`src/design/tglos_ram.sv`:
```
// Generic single-write, single-read RAM with registered read data.
// No dependencies.
module tglos_ram #(
  parameter int WIDTH = 1,
  parameter int DEPTH = 16
) (
  input  logic                     clk,
  input  logic                     we,
  input  logic [$clog2(DEPTH)-1:0] waddr,
  input  logic [WIDTH-1:0]         wdata,
  input  logic [$clog2(DEPTH)-1:0] raddr,
  output logic [WIDTH-1:0]         rdata
);

  logic [WIDTH-1:0] mem [DEPTH];

  always_ff @(posedge clk) begin
    if (we) begin
      mem[waddr] <= wdata;
    end
    rdata <= mem[raddr];
  end

endmodule

```
`config.mk`:
```
export PLATFORM = sky130hd
export DESIGN_NAME = tglos_ram
export DESIGN_NICKNAME = d
export VERILOG_FILES = /design/src/design/tglos_ram.sv
export SDC_FILE = /design/constraint.sdc
export NUM_CORES = 1
export LEC_CHECK = 0
export ABC_AREA = 1
export ABC_CLOCK_PERIOD_IN_PS = 2400
export BUFFER_PORTS_ARGS = -buffer_cell sky130_fd_sc_hd__buf_2
export CELL_PAD_IN_SITES_DETAIL_PLACEMENT = 1
export CELL_PAD_IN_SITES_GLOBAL_PLACEMENT = 2
export CORE_MARGIN = 5
export CORE_UTILIZATION = 35
export DETAILED_ROUTE_END_ITERATION = 6
export PLACE_DENSITY_LB_ADDON = 0.05
export SYNTH_ARGS = -nofsm -noshare
export SYNTH_HDL_FRONTEND = slang
export SYNTH_SLANG_ARGS = --single-unit
export TNS_END_PERCENT = 10
```
`constraint.sdc`:
```
create_clock -name clk -period 2.4 [get_ports clk]
set_clock_uncertainty 0.1 [all_clocks]
set_input_delay 0.12 -clock clk [delete_from_list [all_inputs] [get_ports clk]]
set_output_delay 0.12 -clock clk [all_outputs]
set_load 0.01 [all_outputs]
```
==> results of run 1 <==
sequential cells by signal, indices dropped and copies added (netlist names):
signal	flops
rdata	1
mem	16
per-layer routing:
layer / routed length [microns] / up-vias / GRT usage [%] / part of all wire (%)
met2: 817 / 11 / 20.12 / 51
li1: - / 336 / - / -
met4: 19 / 0 / 3.883 / 1.2
met1: 706 / 277 / 12.03 / 44
met5: 0 / - / 0 / 0
met3: 66 / 2 / 2.179 / 4.1
Yosys cell counts:
cell type and number:
nand2_1 24, inv_1 19, edfxtp_1 16, nand3_1 14
nor2_1 8, nor3_1 8, nand2_2 3, buf_6 1
dfxtp_1 1, inv_2 1, inv_8 1
critical path, cell delays in order (launching register included):
cell      delay (ps)
edfxtp_1         370
inv_1             60
nand2_1           50
nand3_1           90
nand3_1           80
nand3_1           70
nand2_1           50
through the flow:
stage | cells | total power, mW | setup WS, ps
2_1_floorplan | 96 | 0.3750 | 1512
3_3_place_gp | 134 | 0.3977 | 1362
3_5_place_dp | 134 | 0.3988 | 1301
4_1_cts | 139 | 0.5378 | 1409
5_1_grt | 139 | 0.5671 | 1297
6_report | 139 | 0.5311 | 1427
area by class of cell:
cell class                 count  share of cell area (%)
multi-input combinational     57                   25.88
clock buffer                   4                   2.731
timing repair buffer          12                   6.762
tap                           28                   3.641
sequential                    17                   52.02
inverter                      21                   8.973
worst max-delay path by stage:
stage,to,from,depth (start not counted),slack (ps)
final,rdata$_DFF_P_,mem[15]$_DFFE_PP_,6,1430
after global routing,rdata$_DFF_P_,mem[15]$_DFFE_PP_,6,1300
after CTS,rdata$_DFF_P_,mem[15]$_DFFE_PP_,6,1410
after detailed placement,mem[1]$_DFFE_PP_,waddr[1],4,1300
after global placement,mem[11]$_DFFE_PP_,waddr[2],4,1360
after floorplan,rdata$_DFF_P_,mem[6]$_DFFE_PP_,6,1510
power breakdown:
part / internal [mW] / switching, mW
logic: 0.0204 / 0.0388
registers: 0.331 / 0.00181
clock network: 0.0642 / 0.0747
total: 0.416 / 0.115
logic make-up after synthesis:
group	Yosys count	share of synthesized area [%]
DFF	17	59.08
buffers and inverters	22	11.52
and+or+nand+nor	57	29.40
==> results.py, run 1 <==
metrics = {
    "critical_path": {
        "regToRegSetupSlack_ps": 1430,
        "cp-start-kind": "flop",
        "cp-end-kind": "flop",
        "r2r_start": "mem[15]$_DFFE_PP_",
        "reg2reg_to": "rdata$_DFF_P_",
        "worstSetupPathType": "reg2reg",
        "cp.arrival_ps": 1050,
        "reg2regPathDepth": 6,
        "cp.required_ps": 2470,
        "cp_max_fo": 1,
    },
    "global_routing": {
        "grt_max_degree": 17,
        "grt_antenna_before_repair": 0,
        "grt_usage_pct": 10.85,
        "grt_pass1_vias": 675,
        "grt_pass1_wl_mm": 2.849,
        "gr-total-overflow": 0,
    },
    "sta": {
        "finalSetupTns_ps": 0,
        "slew_violations": 0,
        "hold_ws_ps": 95.61,
        "max_freq_ghz": 1.028,
        "fin_crit_sh_pct": 40.54,
        "fin_crit_ps": 973.1,
        "rsz0062_at_grt": "no",
        "worst_pin_slew_ps": 242.7,
        "slew_headroom_pct": 83.82,
        "hold_viol_final": 0,
        "finalSetupViolCount": 0,
    },
    "synthesis": {
        "ys_seq_area_share_pct": 59.08,
        "synth_nets": 107,
        "synth_top_area_share_pct": 56.72,
        "synth.distinct_cells": 11,
        "synth.area.top_cells": "edfxtp_1 57%, nand2_1 11%, inv_1 8.4%",
        "yosysWarnings": 0,
        "yosysTopAreaCell": "edfxtp_1",
        "netlist_instances": 96,
        "synth_seq_cells": 17,
        "syn_area_sq_um": 847.1,
        "syn_avg_cell_area_sq_um": 8.824,
    },
    "die": {
        "ios": 12,
        "floorplan.initialDensity_pct": 37.57,
        "dieHeight_microns": 59.20,
        "die_w_microns": 59.20,
        "fp-row-count": 17,
        "fp.dieArea_sq_mm": 0.003504,
        "core_sq_mm": 0.002255,
    },
    "power": {
        "vdd_drop_max_v": 0.0003345,
        "p_leak_nw": 0.4350,
        "power-per-cell-area_mw_per_mm2": 552.0,
    },
    "hold_path": {
        "hold_end": "rdata$_DFF_P_",
        "min_path_cells": 4,
        "worstHoldPathType": "in2reg",
        "hold_start": "raddr[2]",
    },
    "layout": {
        "fill_cells": 294,
        "final_util_pct": 42.67,
        "final_cell_mix": "24 x nand2_1, 19 x inv_1, 16 x edfxtp_1",
        "mostFrequentLayoutCell": "nand2_1",
        "multi_input_area_sq_um": 249.0,
        "finalInstanceArea_sq_um": 962.2,
        "finalNetCount": 123,
        "n_antenna_cell": 0,
        "drive_above_1_share_pct": 17.12,
        "syn2layout_area_growth_pct": 13.59,
        "register_area_sq_um": 500.5,
    },
    "clocking": {
        "clock_sinks": 17,
        "cts-root-buf": "clkbuf_4",
        "clock_latency_ps": 270,
        "cts.clk_slew.worst_paths_ps": 90,
        "ctsHoldBuffers": 1,
        "cts_buffers": 3,
        "cts.path.max_buffers": 2,
        "cts_resized": 0,
        "cts_tree": "yes",
        "cts_setup_buffers": 0,
        "htreeDepth": 1,
    },
    "place": {
        "place_congestion": 0.7681,
        "dpl.hpwl_mm": 1.358,
        "portBuffers": 11,
        "place_area_sq_um": 925.9,
    },
    "flow_run": {
        "cap_violations": 0,
    },
    "route": {
        "drt_pass1_iterations": 2,
        "drt-initial-drc-count": 17,
        "drc": 0,
        "vias": 626,
        "finalWirelength_mm": 1.609,
        "postRouteAntennaNets": 0,
        "viasPerCell": 4.504,
        "post_drt_wl_per_cell_microns": 11.58,
    },
    "status": {
        "outcome": "finished clean",
    },
}
Note: power is estimated with default switching activity, not from simulation.
==> run 2: changes to the inputs <==
--- a/config.mk
+++ b/config.mk
@@ -5,13 +5,13 @@
 export SDC_FILE = /design/constraint.sdc
 export NUM_CORES = 1
 export LEC_CHECK = 0
-export ABC_AREA = 1
-export ABC_CLOCK_PERIOD_IN_PS = 2400
+export ABC_AREA = 0
+export ABC_CLOCK_PERIOD_IN_PS = 1000
 export BUFFER_PORTS_ARGS = -buffer_cell sky130_fd_sc_hd__buf_2
 export CELL_PAD_IN_SITES_DETAIL_PLACEMENT = 1
 export CELL_PAD_IN_SITES_GLOBAL_PLACEMENT = 2
 export CORE_MARGIN = 5
-export CORE_UTILIZATION = 35
+export CORE_UTILIZATION = 37
 export DETAILED_ROUTE_END_ITERATION = 6
 export PLACE_DENSITY_LB_ADDON = 0.05
 export SYNTH_ARGS = -nofsm -noshare
==> constraint.sdc (replaced) <==
create_clock -name clk -period 1 [get_ports clk]
set_clock_uncertainty 0.1 [all_clocks]
set_input_delay 0.05 -clock clk [delete_from_list [all_inputs] [get_ports clk]]
set_output_delay 0.05 -clock clk [all_outputs]
set_load 0.01 [all_outputs]
==> results.py, run 2 <==
metrics = {
    "status": {
        "outcome": "finished, violations left",
        "violations": "setup timing",
    },
    "die": {
        "die_w_microns": 54.90,
        "ios": 12,
        "fp-row-count": 16,
        "fp.dieArea_sq_mm": 0.003013,
        "floorplan.initialDensity_pct": 38.40,
        "core_sq_mm": 0.001942,
        "dieHeight_microns": 54.90,
    },
    "route": {
        "drt_pass1_iterations": 4,
        "postRouteAntennaNets": 0,
        "wl_met2_microns": 754,
        "drc": 0,
        "post_drt_wl_per_cell_microns": 16.03,
        "wl_met3_microns": 107,
        "vias": 470,
        "met1_length_microns": 629,
        "maxUsedRoutingLayer": "met4",
        "viasPerCell": 5.000,
        "drt-initial-drc-count": 12,
        "finalWirelength_mm": 1.507,
    },
    "clocking": {
        "cts.path.max_buffers": 2,
        "htreeDepth": 1,
        "cts_buffers": 3,
        "clock_sinks": 17,
        "cts.clk_slew.worst_paths_ps": 100,
        "cts_resized": 0,
        "clock_latency_ps": 290,
        "cts-root-buf": "clkbuf_4",
        "cts_tree": "yes",
    },
    "critical_path": {
        "cp.arrival_ps": 1390,
        "cp.required_ps": 1090,
        "endpoint": "rdata$_DFF_P_",
        "cp_max_fo": 1,
        "r2r_start": "mem[11]$_DFFE_PP_",
        "reg2regPathDepth": 3,
        "crit_path_start": "mem[11]$_DFFE_PP_",
        "reg2reg_to": "rdata$_DFF_P_",
        "cp-end-kind": "flop",
        "cp-start-kind": "flop",
        "regToRegSetupSlack_ps": -300,
        "worstSetupPathType": "reg2reg",
    },
    "layout": {
        "n_antenna_cell": 0,
        "reg_top3": "mem x16, rdata x1",
        "mostFrequentLayoutCell": "edfxtp_1",
        "finalNetCount": 79,
        "largest_reg_flops": 16,
        "finalInstanceArea_sq_um": 888.4,
        "instances_no_fill": 94,
        "syn2layout_area_growth_pct": 19.13,
        "regMostFlops": "mem",
        "final_cell_mix": "16 x edfxtp_1, 12 x nor2_1, 11 x buf_2",
        "drive_above_1_share_pct": 32.84,
        "final_util_pct": 45.75,
    },
    "synthesis": {
        "synth_ff_type": "edfxtp_1",
        "synth_top_area_share_pct": 64.43,
        "synth.distinct_cells": 11,
        "synth_seq_cells": 17,
        "synth_nets": 58,
        "yosysTopAreaCell": "edfxtp_1",
        "syn_area_sq_um": 745.7,
        "syn_avg_cell_area_sq_um": 15.87,
        "yosysMostFrequentCell": "edfxtp_1",
        "yosysWarnings": 0,
        "synth.area.top_cells": "edfxtp_1 64%, mux4_1 14%, nor2_1 6.0%",
        "synthTopCellsByCount": "16 x edfxtp_1, 12 x nor2_1, 4 x mux4_1, 4 x nor3_1, 3 x mux2i_1",
        "netlist_instances": 47,
        "ys_seq_area_share_pct": 67.11,
        "synth-edff-count": 16,
        "async_reset_ff_share_pct": 0,
    },
    "place": {
        "pre_cts_ws_ps": -316.4,
        "portBuffers": 11,
        "dp.cells": 88,
        "place_congestion": 0.7156,
        "place_area_sq_um": 842.1,
        "dpl.hpwl_mm": 1.132,
    },
    "sta": {
        "slew_violations": 0,
        "worst_pin_slew_ps": 252.3,
        "fin_ws_ps": -299.1,
        "finalSetupViolCount": 1,
        "max_freq_ghz": 0.7698,
        "hold_viol_final": 0,
        "slew_headroom_pct": 83.18,
        "fin_crit_ps": 1299,
        "fin_crit_sh_pct": 129.9,
        "rsz0062_at_grt": "yes",
    },
    "global_routing": {
        "grt_pass1_vias": 535,
        "grt_antenna_before_repair": 0,
        "grt_max_degree": 17,
        "grt_pass1_wl_mm": 2.511,
        "gr-total-overflow": 0,
        "grt_usage_pct": 12.32,
    },
    "flow_run": {
        "cap_violations": 0,
    },
    "power": {
        "p_total_mw": 1.299,
        "p_leak_nw": 0.3094,
        "power-per-cell-area_mw_per_mm2": 1462,
        "vdd_drop_max_v": 0.0008178,
    },
    "hold_path": {
        "worstHoldPathType": "in2reg",
    },
}
## run 2: cell families (layout without fill, tap and decap cells)
| family | Yosys count | count (layout) | synth area share, % |
|---|---|---|---|
| AND/OR/NAND/NOR | 23 | 23 | 14.76 |
| buffers and inverters | 0 | 20 | 0 |
| multiplexers | 7 | 7 | 18.12 |
| flip-flops | 17 | 17 | 67.11 |
## run 2: worst max-delay path, cell delays in order, from the launching register on
cell      delay (ps)
edfxtp_1         390
mux4_2           480
mux2i_1          150
mux2i_1           80
## run 2: through the flow
step | TNS, ps | hold WS [ps]
2_1_floorplan | -422.0 | 48.87
3_3_place_gp | -1297 | 153.2
3_5_place_dp | -1742 | 159.1
4_1_cts | -329.3 | 33.01
5_1_grt | -392.2 | 35.01
6_report | -299.1 | 31.02
## run 2: cell type report
class	instances	area [sq um]
clock buffer	4	26.28
fill	210	1054
multi-input combinational	30	230.2
sequential	17	500.5
tap	27	33.78
timing repair buffer	16	97.59
## run 2: layer usage
layer,GRT usage [%],up-vias
li1,-,221
met1,14.73,229
met2,20.67,18
met3,2.949,2
met4,6.073,0
met5,0,-
## run 2: where the power goes
group          leakage (nW)  total (mW)  internal, mW  switching (mW)
Sequential            0.153       0.800         0.795         0.00426
Clock                0.0150       0.369         0.155           0.214
Combinational         0.141       0.130        0.0632          0.0667
Total                 0.309        1.30          1.01           0.285
## run 2: what timing repair did
item / in CTS / in global routing
hold buffers: 2 / 0
buffers inserted: 0 / 0
setup endpoints to repair: 1 / 1
hold endpoints to repair: 1 / 0
## run 2: worst min-delay path by stage
| stage | cells after the start | endpoint | from | slack (ps) |
|---|---|---|---|---|
| 6_report | 1 | mem[6]$_DFFE_PP_ | wdata | 30 |
| 5_1_grt | 1 | mem[6]$_DFFE_PP_ | wdata | 40 |
| 4_1_cts | 1 | mem[6]$_DFFE_PP_ | wdata | 30 |
| 3_5_place_dp | 2 | rdata$_DFF_P_ | raddr[2] | 160 |
| 3_3_place_gp | 2 | rdata$_DFF_P_ | raddr[2] | 150 |
| 2_1_floorplan | 0 | mem[0]$_DFFE_PP_ | wdata | 50 |
==> run 3: changes to the inputs <==
--- a/config.mk
+++ b/config.mk
@@ -13,7 +13,8 @@
 export CORE_MARGIN = 5
 export CORE_UTILIZATION = 37
 export DETAILED_ROUTE_END_ITERATION = 6
-export PLACE_DENSITY_LB_ADDON = 0.05
+export HOLD_SLACK_MARGIN = 0.08
+export PLACE_DENSITY = 0.75
 export SYNTH_ARGS = -nofsm -noshare
 export SYNTH_HDL_FRONTEND = slang
 export SYNTH_SLANG_ARGS = --single-unit
==> results.py, run 3 (synthesis gave the netlist of run 2 again) <==
metrics = {
    "critical_path": {
        "crit_chain": "mux4_2 > mux2i_1 > mux2i_1",
        "slowest_stage": "mux4_2",
        "reg2regPathDepth": 3,
        "cp_max_fo": 1,
        "crit_path_frequent_cell": "mux2i_1",
        "critPathTopFamily": "multiplexers",
        "crit_path_max_incr_delay_ps": 470,
        "reg2reg_to": "rdata$_DFF_P_",
        "worstSetupPathType": "reg2reg",
        "regToRegSetupSlack_ps": -300,
        "cp.required_ps": 1070,
        "crit_buf_inv": 0,
        "endpoint": "rdata$_DFF_P_",
        "crit_cells": 3,
        "cp-end-kind": "flop",
        "cp-start-kind": "flop",
        "r2r_start": "mem[6]$_DFFE_PP_",
        "cp.arrival_ps": 1370,
        "crit_path_start": "mem[6]$_DFFE_PP_",
    },
    "power": {
        "vdd_drop_max_v": 0.0007978,
        "p_leak_nw": 0.3148,
        "power-per-cell-area_mw_per_mm2": 1411,
    },
    "clocking": {
        "ctsHoldBuffers": 3,
        "htreeDepth": 1,
        "clock_sinks": 17,
        "cts-root-buf": "clkbuf_4",
        "cts_buffers": 3,
        "cts_tree": "yes",
        "cts.path.max_buffers": 2,
        "clock_latency_ps": 280,
        "cts.clk_slew.worst_paths_ps": 90,
    },
    "layout": {
        "reg_top3": "mem x16, rdata x1",
        "finalInstanceArea_sq_um": 903.4,
        "mostFrequentLayoutCell": "edfxtp_1",
        "regMostFlops": "mem",
        "final_cell_mix": "16 x edfxtp_1, 12 x nor2_1, 11 x buf_2",
        "syn2layout_area_growth_pct": 21.14,
        "drive_above_1_share_pct": 33.82,
        "instances_no_fill": 95,
        "largest_reg_flops": 16,
        "finalNetCount": 80,
        "n_antenna_cell": 0,
    },
    "sta": {
        "rsz0062_at_grt": "yes",
        "finalSetupTns_ps": -295.3,
        "fin_crit_ps": 1295,
        "finalSetupViolCount": 1,
        "worst_pin_slew_ps": 239.4,
        "slew_headroom_pct": 83.92,
        "slew_violations": 0,
        "fin_ws_ps": -295.3,
        "max_freq_ghz": 0.7720,
        "fin_crit_sh_pct": 129.5,
        "hold_viol_final": 0,
    },
    "die": {
        "dieHeight_microns": 54.90,
        "floorplan.initialDensity_pct": 38.40,
        "core_sq_mm": 0.001942,
        "fp.dieArea_sq_mm": 0.003013,
        "fp-row-count": 16,
        "ios": 12,
        "die_w_microns": 54.90,
    },
    "route": {
        "post_drt_wl_per_cell_microns": 13.95,
        "drc": 0,
        "drt_pass1_iterations": 4,
        "vias": 468,
        "postRouteAntennaNets": 0,
        "finalWirelength_mm": 1.325,
        "viasPerCell": 4.926,
        "drt-initial-drc-count": 5,
    },
    "global_routing": {
        "grt_usage_pct": 11.18,
        "grt_pass1_vias": 484,
        "grt_max_degree": 17,
        "grt_pass1_wl_mm": 2.214,
        "grtUsageMet3_pct": 2.413,
        "grtUsageMet2_pct": 17.72,
        "grt_antenna_before_repair": 0,
        "gr-total-overflow": 0,
        "globalRoute.busiestLayer": "met2",
        "use_met1_pct": 13.69,
    },
    "flow_run": {
        "cap_violations": 0,
    },
    "place": {
        "place_area_sq_um": 842.1,
        "portBuffers": 11,
        "dp.cells": 88,
        "place_congestion": 0.7237,
        "dpl.hpwl_mm": 1.050,
    },
    "hold_path": {
        "worstHoldPathType": "in2reg",
        "hold_start": "waddr[1]",
    },
    "status": {
        "violations": "setup timing",
        "outcome": "finished, violations left",
    },
}
-- run 3: changes by cell type in the layout (fill, tap and decap cells not counted) --
cell / delta
dlygate4sd3_1: +1
nor3_1: -1
nor3_2: +1
-- run 3: cell type report --
type / instances / area [sq um]
Clock buffer: 4 / 26.28
Sequential cell: 17 / 500.5
Multi-Input combinational cell: 30 / 235.2
Timing Repair Buffer: 17 / 107.6
Tap cell: 27 / 33.78
Fill cell: 214 / 1039
-- run 3: timing repair --
action / CTS / global route
setup buffers: 0 / 0
gates cloned: 0 / 0
gates resized for setup: 0 / 1
setup endpoints to repair: 1 / 2
hold endpoints to repair: 21 / 4
-- run 3: power by group --
group	switching (mW)	internal, mW
clock	0.190	0.155
sequential	0.00430	0.795
combinational	0.0645	0.0659
-- run 3: worst min-delay path by stage --
| stage | to | slack (ps) | depth (start not counted) |
|---|---|---|---|
| finish | mem[0]$_DFFE_PP_ | 50 | 2 |
| global route | mem[0]$_DFFE_PP_ | 40 | 2 |
| CTS | mem[0]$_DFFE_PP_ | 50 | 2 |
| detailed placement | rdata$_DFF_P_ | 160 | 2 |
| global placement | rdata$_DFF_P_ | 150 | 2 |
| floorplan | mem[0]$_DFFE_PP_ | 50 | 0 |
-- run 3: worst reg2reg max path, delay by kind of cell (launching register included) --
kind | cells | cell delay (ps)
DFF | 1 | 390
muxes | 3 | 690
-- run 3: per-layer routing --
metal / share of wire, % / wire [microns]
met3: 4.8 / 64
met4: 1.3 / 17
met1: 46 / 615
met5: 0 / 0
met2: 47 / 628
-- run 3: through the flow --
| step | total power, mW | hold slack, ps | setup WS [ps] | utilization [%] |
|---|---|---|---|---|
| floorplan | 0.8687 | 48.87 | -204.0 | - |
| global placement | 0.9353 | 152.9 | -279.2 | 43.36 |
| detailed placement | 0.9381 | 158.5 | -280.4 | 43.36 |
| CTS | 1.290 | 47.84 | -306.4 | 46.26 |
| global route | 1.337 | 42.80 | -372.8 | 46.52 |
| finish | 1.274 | 53.83 | -295.3 | 46.52 |
